--- config.mk ---
export PLATFORM = sky130hd
export DESIGN_NAME = cbf_setup
export DESIGN_NICKNAME = d
export VERILOG_FILES = /design/src/hw/rtl/cubic_bezier_flattener_unit_macros.svh /design/src/hw/rtl/cbf_pkg.sv /design/src/hw/rtl/cbf_isqrt.sv /design/src/hw/rtl/cbf_setup.sv
export SDC_FILE = /design/constraint.sdc
export NUM_CORES = 2
export LEC_CHECK = 0
export ABC_AREA = 0
export BUFFER_PORTS_ARGS = -buffer_cell sky130_fd_sc_hd__buf_2
export CAP_MARGIN = 20
export CORE_ASPECT_RATIO = 2
export CORE_MARGIN = 4
export CORE_UTILIZATION = 56
export DETAILED_ROUTE_END_ITERATION = 7
export PLACE_DENSITY = 0.77
export SKIP_CTS_REPAIR_TIMING = 1
export SLEW_MARGIN = 40
export SYNTH_ARGS = -nofsm -noshare
export SYNTH_HDL_FRONTEND = slang
export SYNTH_SLANG_ARGS = --single-unit
--- constraint.sdc ---
create_clock -name i_clk -period 16.74 [get_ports i_clk]
set_clock_uncertainty 0.15 [all_clocks]
set_input_delay 3.348 -clock i_clk [delete_from_list [all_inputs] [get_ports i_clk]]
set_output_delay 3.348 -clock i_clk [all_outputs]
set_load 0.005 [all_outputs]
--- src/hw/rtl/cubic_bezier_flattener_unit_macros.svh ---
// assertion macros used by the flattener top level
`ifndef CUBIC_BEZIER_FLATTENER_UNIT_MACROS_SVH
`define CUBIC_BEZIER_FLATTENER_UNIT_MACROS_SVH

// same-cycle implication
`define CBF_ASSERT_IMP(label, clk, rst_n, ante, cons) \
    label: assert property (@(posedge clk) disable iff (!rst_n) (ante) |-> (cons)) \
        else $error("same-cycle check failed");

// next-cycle implication
`define CBF_ASSERT_NXT(label, clk, rst_n, ante, cons) \
    label: assert property (@(posedge clk) disable iff (!rst_n) (ante) |=> (cons)) \
        else $error("next-cycle check failed");

`endif

--- src/hw/rtl/cbf_pkg.sv ---
// shared constants and types of the bezier flattener
package cbf_pkg;
    localparam int MAX_SAMPLES_DEF = 64;
    localparam int COORD_WIDTH_DEF = 16;
    localparam int WEIGHT_BITS     = 17;
    localparam int SCALE_SHIFT     = 8;
    localparam int DIV_STEPS       = 17;
    localparam logic [WEIGHT_BITS-1:0] WEIGHT_ONE = 17'h10000;
    localparam logic [7:0] SPU_RESET = 8'd64;
    localparam logic       REG_SPU   = 1'b0;

    typedef struct packed {
        logic done;
        logic begins;
    } t_hand;
endpackage

--- src/hw/rtl/cbf_isqrt.sv ---
// bit-serial integer square root, two operand bits per step
module cbf_isqrt import cbf_pkg::*; #(
    parameter int RW = 18
) (
    input  logic            i_clk,
    input  logic            i_start,
    input  logic            i_step,
    input  logic [2*RW-1:0] i_op,
    output logic [RW-1:0]   o_root
);
    logic [2*RW-1:0] r_x;
    logic [RW+1:0]   r_rem;
    logic [RW-1:0]   r_root;
    logic [RW+1:0]   w_rem2;
    logic [RW+1:0]   w_trial;

    assign w_rem2  = {r_rem[RW-1:0], r_x[2*RW-1 -: 2]};
    assign w_trial = {r_root, 2'b01};
    assign o_root  = r_root;

    always_ff @(posedge i_clk) begin
        if (i_start) begin
            r_x    <= i_op;
            r_rem  <= '0;
            r_root <= '0;
        end else if (i_step) begin
            r_x <= {r_x[2*RW-3:0], 2'b00};
            if (w_rem2 >= w_trial) begin
                r_rem  <= w_rem2 - w_trial;
                r_root <= {r_root[RW-2:0], 1'b1};
            end else begin
                r_rem  <= w_rem2;
                r_root <= {r_root[RW-2:0], 1'b0};
            end
        end
    end
endmodule

--- src/hw/rtl/cbf_setup.sv ---
// per-curve setup: polygon length, sample count and step quotient
module cbf_setup import cbf_pkg::*; #(
    parameter int CW   = COORD_WIDTH_DEF,
    parameter int MAXS = MAX_SAMPLES_DEF,
    localparam int NW  = $clog2(MAXS + 1)
) (
    input  logic                 i_clk,
    input  logic                 i_rst_n,
    input  logic                 i_valid,
    output logic                 o_ready,
    input  logic [7:0][CW-1:0]   i_pts,
    input  logic                 i_begins,
    input  logic [7:0]           i_spu,
    input  logic                 i_take,
    output t_hand                o_hand,
    output logic [7:0][CW-1:0]   o_pts,
    output logic [NW-1:0]        o_n,
    output logic [WEIGHT_BITS-1:0] o_q,
    output logic [NW-1:0]        o_r
);
    localparam int DW   = CW + 1;
    localparam int SQW  = 2 * DW + 1;
    localparam int RW   = (SQW + 1) / 2;
    localparam int TW   = RW + 2;
    localparam int PW   = TW + 8;
    localparam int CNTW = $clog2(RW + DIV_STEPS + 1);

    typedef enum logic [2:0] {
        S_IDLE, S_DIFF, S_SQR, S_ROOT, S_SUM, S_SCALE, S_DIV, S_DONE
    } t_state;

    t_state                 r_state;
    logic [CNTW-1:0]        r_cnt;
    logic [7:0][CW-1:0]     r_pts;
    logic                   r_begins;
    logic [5:0][DW-1:0]     r_d;
    logic [TW-1:0]          r_total;
    logic [NW-1:0]          r_n;
    logic [WEIGHT_BITS-1:0] r_q;
    logic [NW-1:0]          r_rem;
    logic [2:0][2*RW-1:0]   w_sq;
    logic [2:0][RW-1:0]     w_root;
    logic [PW-1:0]          w_prod;
    logic [TW-1:0]          w_nraw;
    logic [NW:0]            w_rsh;
    logic                   w_start;
    logic                   w_step;

    assign w_start = (r_state == S_SQR);
    assign w_step  = (r_state == S_ROOT);

    always_comb begin
        for (int m = 0; m < 3; m++) begin
            w_sq[m] = (2*RW)'(r_d[2*m]) * (2*RW)'(r_d[2*m])
                    + (2*RW)'(r_d[2*m+1]) * (2*RW)'(r_d[2*m+1]);
        end
    end

    for (genvar g = 0; g < 3; g++) begin : g_root
        cbf_isqrt #(.RW(RW)) u_isqrt (
            .i_clk   (i_clk),
            .i_start (w_start),
            .i_step  (w_step),
            .i_op    (w_sq[g]),
            .o_root  (w_root[g])
        );
    end

    assign w_prod = PW'(r_total) * PW'(i_spu);
    assign w_nraw = w_prod[PW-1:SCALE_SHIFT];
    assign w_rsh  = {r_rem, (r_cnt == '0) ? 1'b1 : 1'b0};

    always_ff @(posedge i_clk) begin
        if (!i_rst_n) begin
            r_state <= S_IDLE;
            r_cnt   <= '0;
        end else begin
            unique case (r_state)
                S_IDLE: begin
                    if (i_valid) begin
                        r_pts    <= i_pts;
                        r_begins <= i_begins;
                        r_state  <= S_DIFF;
                    end
                end
                S_DIFF: begin
                    for (int j = 0; j < 6; j++) begin
                        logic signed [DW-1:0] v_d;
                        v_d = $signed({r_pts[j][CW-1], r_pts[j]})
                            - $signed({r_pts[j+2][CW-1], r_pts[j+2]});
                        r_d[j] <= v_d[DW-1] ? DW'(-v_d) : DW'(v_d);
                    end
                    r_state <= S_SQR;
                end
                S_SQR: begin
                    r_cnt   <= '0;
                    r_state <= S_ROOT;
                end
                S_ROOT: begin
                    r_cnt <= r_cnt + 1'b1;
                    if (r_cnt == CNTW'(RW - 1)) begin
                        r_state <= S_SUM;
                    end
                end
                S_SUM: begin
                    r_total <= TW'(w_root[0]) + TW'(w_root[1]) + TW'(w_root[2]);
                    r_state <= S_SCALE;
                end
                S_SCALE: begin
                    if (w_nraw < TW'(2)) begin
                        r_n <= NW'(2);
                    end else if (w_nraw > TW'(MAXS)) begin
                        r_n <= NW'(MAXS);
                    end else begin
                        r_n <= w_nraw[NW-1:0];
                    end
                    r_cnt   <= '0;
                    r_rem   <= '0;
                    r_q     <= '0;
                    r_state <= S_DIV;
                end
                S_DIV: begin
                    r_cnt <= r_cnt + 1'b1;
                    if (w_rsh >= {1'b0, r_n}) begin
                        r_rem <= NW'(w_rsh - {1'b0, r_n});
                        r_q   <= {r_q[WEIGHT_BITS-2:0], 1'b1};
                    end else begin
                        r_rem <= w_rsh[NW-1:0];
                        r_q   <= {r_q[WEIGHT_BITS-2:0], 1'b0};
                    end
                    if (r_cnt == CNTW'(DIV_STEPS - 1)) begin
                        r_state <= S_DONE;
                    end
                end
                S_DONE: begin
                    if (i_take) begin
                        r_state <= S_IDLE;
                    end
                end
                default: r_state <= S_IDLE;
            endcase
        end
    end

    assign o_ready       = (r_state == S_IDLE);
    assign o_hand.done   = (r_state == S_DONE);
    assign o_hand.begins = r_begins;
    assign o_pts         = r_pts;
    assign o_n           = r_n;
    assign o_q           = r_q;
    assign o_r           = r_rem;
endmodule

==> results_dict.tcl <==
set metrics [dict create \
    ant_nets 0 \
    reg2regPathDepth 27 \
    rrSetupSlack_ns 7.45 \
    worstMarginPinSlew_ns 0.903 \
    cts_tree "done" \
    r2r-start "r_d[12]" \
    via_per_inst 5.60 \
    pin_count 303 \
    syn_to_final_growth_pct 6.46 \
    via_count 60200 \
    critPathKind "flop to flop" \
    gp_congestion 0.954 \
    synth_ff_type "edfxtp_1" \
    cts_buffer_depth 3 \
    layout-drive-gt1-share 0.0591 \
    fillCellCount 12200 \
    hold_path.class "flop to flop" \
    grt_start_max_net_pins 106 \
    synth_area_leader_cell "fa_1" \
    clock_sinks 507 \
    gr-total-overflow 0 \
    ys_ff_latch 507 \
    worstPathRequired_ns 17.08 \
    hold_viol_final 0 \
    fin_nets 11200 \
    drv_cap 0 \
    post_drt_wl_per_cell_microns 20.1 \
    netlist_area_sq_mm 0.0827 \
    antenna_found_initial 9 \
    yosys-top-cells-area "fa_1 36%, edfxtp_1 14%, ha_1 13%, inv_1 9.9%, nand2_1 3.6%" \
    std_cell_rows 199 \
    yosys.cell_types.count 86 \
    cts_buffers 52 \
    cts_max_level 2 \
    yosys_warnings 0 \
    fmax_mhz 108 \
    dp_hpwl_microns 181000 \
    cp-start-kind "flop" \
    tns_ns 0 \
    syn_inst 8631 \
    final.period_utilization 0.555 \
    seq_area_frac_synth 0.170 \
    clk_latency_ns 0.70 \
    synthArstFlopShare 0 \
    rsz0062_at_grt "false" \
    start_util 0.563 \
    outcome "finished, final reports clean" \
    syn-num-nets 11100 \
    synth_top_area_frac 0.355 \
    slew_headroom 0.396 \
    clk_pin_slew_worst_paths_ns 0.07 \
    fin_crit_ns 9.29 \
    core_sq_mm 0.147 \
    critPathMaxFanout 16 \
    crit_end "g_root[0].u_isqrt.r_x[31]" \
    synth_edf_count 390 \
    grt_pass1_wl_microns 347000 \
    groute.usage.overall 0.289 \
    fp.dieArea_sq_mm 0.154 \
    port_buffers 302 \
    startpoint "r_d[12]" \
    slew_viol_final 0 \
    grt_pass1_vias 68500 \
    synth_area_per_cell_sq_um 9.58 \
    drtIter0Drc 2948 \
    die_width_microns 280 \
    setup_viol_count_final 0 \
    crit_arrival_ns 9.62 \
    end_kind "flop" \
    dr.pass1.iters 6 \
    regToRegEndpoint "g_root[0].u_isqrt.r_x[31]" \
    cts-root-buf "clkbuf_16" \
    routed_wirelength_microns 216000 \
    die_y_microns 551 \
    drcViolationCount 0 \
]
critical path, stage by stage (launching register included):
cell      delay [ns]
edfxtp_1        0.78
inv_1           0.32
nor2_1          0.25
inv_1           0.09
fa_1            0.51
fa_1            0.55
inv_1           0.05
fa_1            0.48
inv_1           0.06
fa_1            0.53
inv_1           0.05
fa_1            0.48
fa_1            0.50
fa_1            0.48
inv_1           0.04
fa_1            0.54
inv_1           0.06
ha_1            0.35
nand4_1         0.13
or2_2           0.33
a211oi_1        0.37
o31ai_1         0.22
o21ai_0         0.46
o22a_1          0.27
a21o_1          0.14
a31oi_1         0.11
or4b_2          0.66
nand3_1         0.10
Yosys cell counts, drive strengths merged (117+ instances only):
cell type	n
and2	445
dfxtp	117
nor2	258
ha	835
nand2	800
a21oi	222
edfxtp	390
xnor2	217
fa	1468
nand3	126
inv	2180
clkbuf	215
o21ai	325
xor2	136
per-stage QoR:
step,hold WS (ns),utilization,cells,setup slack (ns),cell area (sq um)
2_1_floorplan,0.282,-,8631,4.98,82700
3_3_place_gp,0.306,0.586,10600,6.86,86000
3_5_place_dp,0.313,0.586,10600,6.84,86100
4_1_cts,0.329,0.598,10700,7.53,87900
5_1_grt,0.352,0.599,10800,7.01,88000
6_report,0.327,0.599,10800,7.45,88000
cells in the final DEF, fill, tap and decap left out, types with 29 or more instances in the layout:
| cell | Yosys | final |
|---|---|---|
| inv_1 | 2180 | 2180 |
| buf_2 | 5 | 302 |
| nand2b_1 | 52 | 50 |
| xnor2_1 | 217 | 216 |
| and3_1 | 42 | 41 |
| or2_2 | 29 | 29 |
| and2_1 | 445 | 445 |
| nor2_1 | 258 | 257 |
| nor3_1 | 71 | 71 |
| nand2_1 | 800 | 800 |
| nand3_1 | 126 | 126 |
| a21oi_1 | 221 | 220 |
| mux2i_1 | 43 | 43 |
| clkbuf_16 | 0 | 52 |
| a31oi_1 | 37 | 35 |
| ha_1 | 835 | 835 |
| o21a_1 | 40 | 39 |
| dfxtp_1 | 117 | 116 |
| edfxtp_1 | 390 | 390 |
| o21ai_0 | 320 | 320 |
| a21o_1 | 97 | 97 |
| buf_4 | 1 | 32 |
| xor2_1 | 136 | 136 |
| nor2b_1 | 65 | 65 |
| fa_1 | 1468 | 1468 |
worst min-delay path by stage:
stage | from | end | slack, ns | cells past startpoint
2_1_floorplan | g_root[1].u_isqrt.r_rem[16] | g_root[1].u_isqrt.r_rem[16] | 0.28 | 2
3_3_place_gp | g_root[2].u_isqrt.r_rem[16] | g_root[2].u_isqrt.r_rem[16] | 0.31 | 2
3_5_place_dp | g_root[0].u_isqrt.r_rem[16] | g_root[0].u_isqrt.r_rem[16] | 0.31 | 2
4_1_cts | g_root[1].u_isqrt.r_x[5] | g_root[1].u_isqrt.r_x[7] | 0.33 | 2
5_1_grt | g_root[0].u_isqrt.r_rem[16] | g_root[0].u_isqrt.r_rem[16] | 0.35 | 2
6_report | g_root[0].u_isqrt.r_rem[16] | g_root[0].u_isqrt.r_rem[16] | 0.33 | 2
registers in the layout, summed over array words and instances, names as in the netlist, 3 cells and up:
register               flops
o_pts                    128
g_root.u_isqrt.r_x       108
r_d                      102
g_root.u_isqrt.o_root     54
g_root.u_isqrt.r_rem      54
r_total                   20
o_q                       17
o_n                        7
o_r                        7
r_cnt                      6
r_state                    3
logic make-up (layout without fill, tap and decap cells):
group                    Yosys count  in the layout  synth area share
adder cells (fa/ha/maj)         2303           2303             0.482
multiplexers                      53             53           0.00657
AND/OR/NAND/NOR                 2018           2018             0.119
AO/OA/AOI/OAI                    985            985            0.0757
flip-flops                       507            507             0.170
other                              0              1                 0
buffers and inverters           2412           2627             0.110
XOR/XNOR                         353            353            0.0374
metal layers:
| layer | share of wire | up-vias | GRT usage |
|---|---|---|---|
| li1 | - | 27100 | - |
| met3 | 0.046 | 1020 | 0.0350 |
| met4 | 0.11 | 4 | 0.259 |
| met2 | 0.54 | 2138 | 0.543 |
| met1 | 0.30 | 30000 | 0.270 |
| met5 | 0.00015 | - | 0 |
cell type report:
cell class | count | area (sq um) | share of cell area
Antenna cell | 1 | 2.50 | 0.0000284
Clock buffer | 55 | 1310 | 0.0149
Clock inverter | 42 | 495 | 0.00563
Inverter | 2181 | 8190 | 0.0931
Multi-Input combinational cell | 5712 | 59700 | 0.678
Sequential cell | 507 | 14100 | 0.160
Tap cell | 1909 | 2390 | 0.0271
Timing Repair Buffer | 349 | 1930 | 0.0219
Power is not shown: default switching activity piles up to over one toggle a cycle in this logic, so the estimate is an artifact.
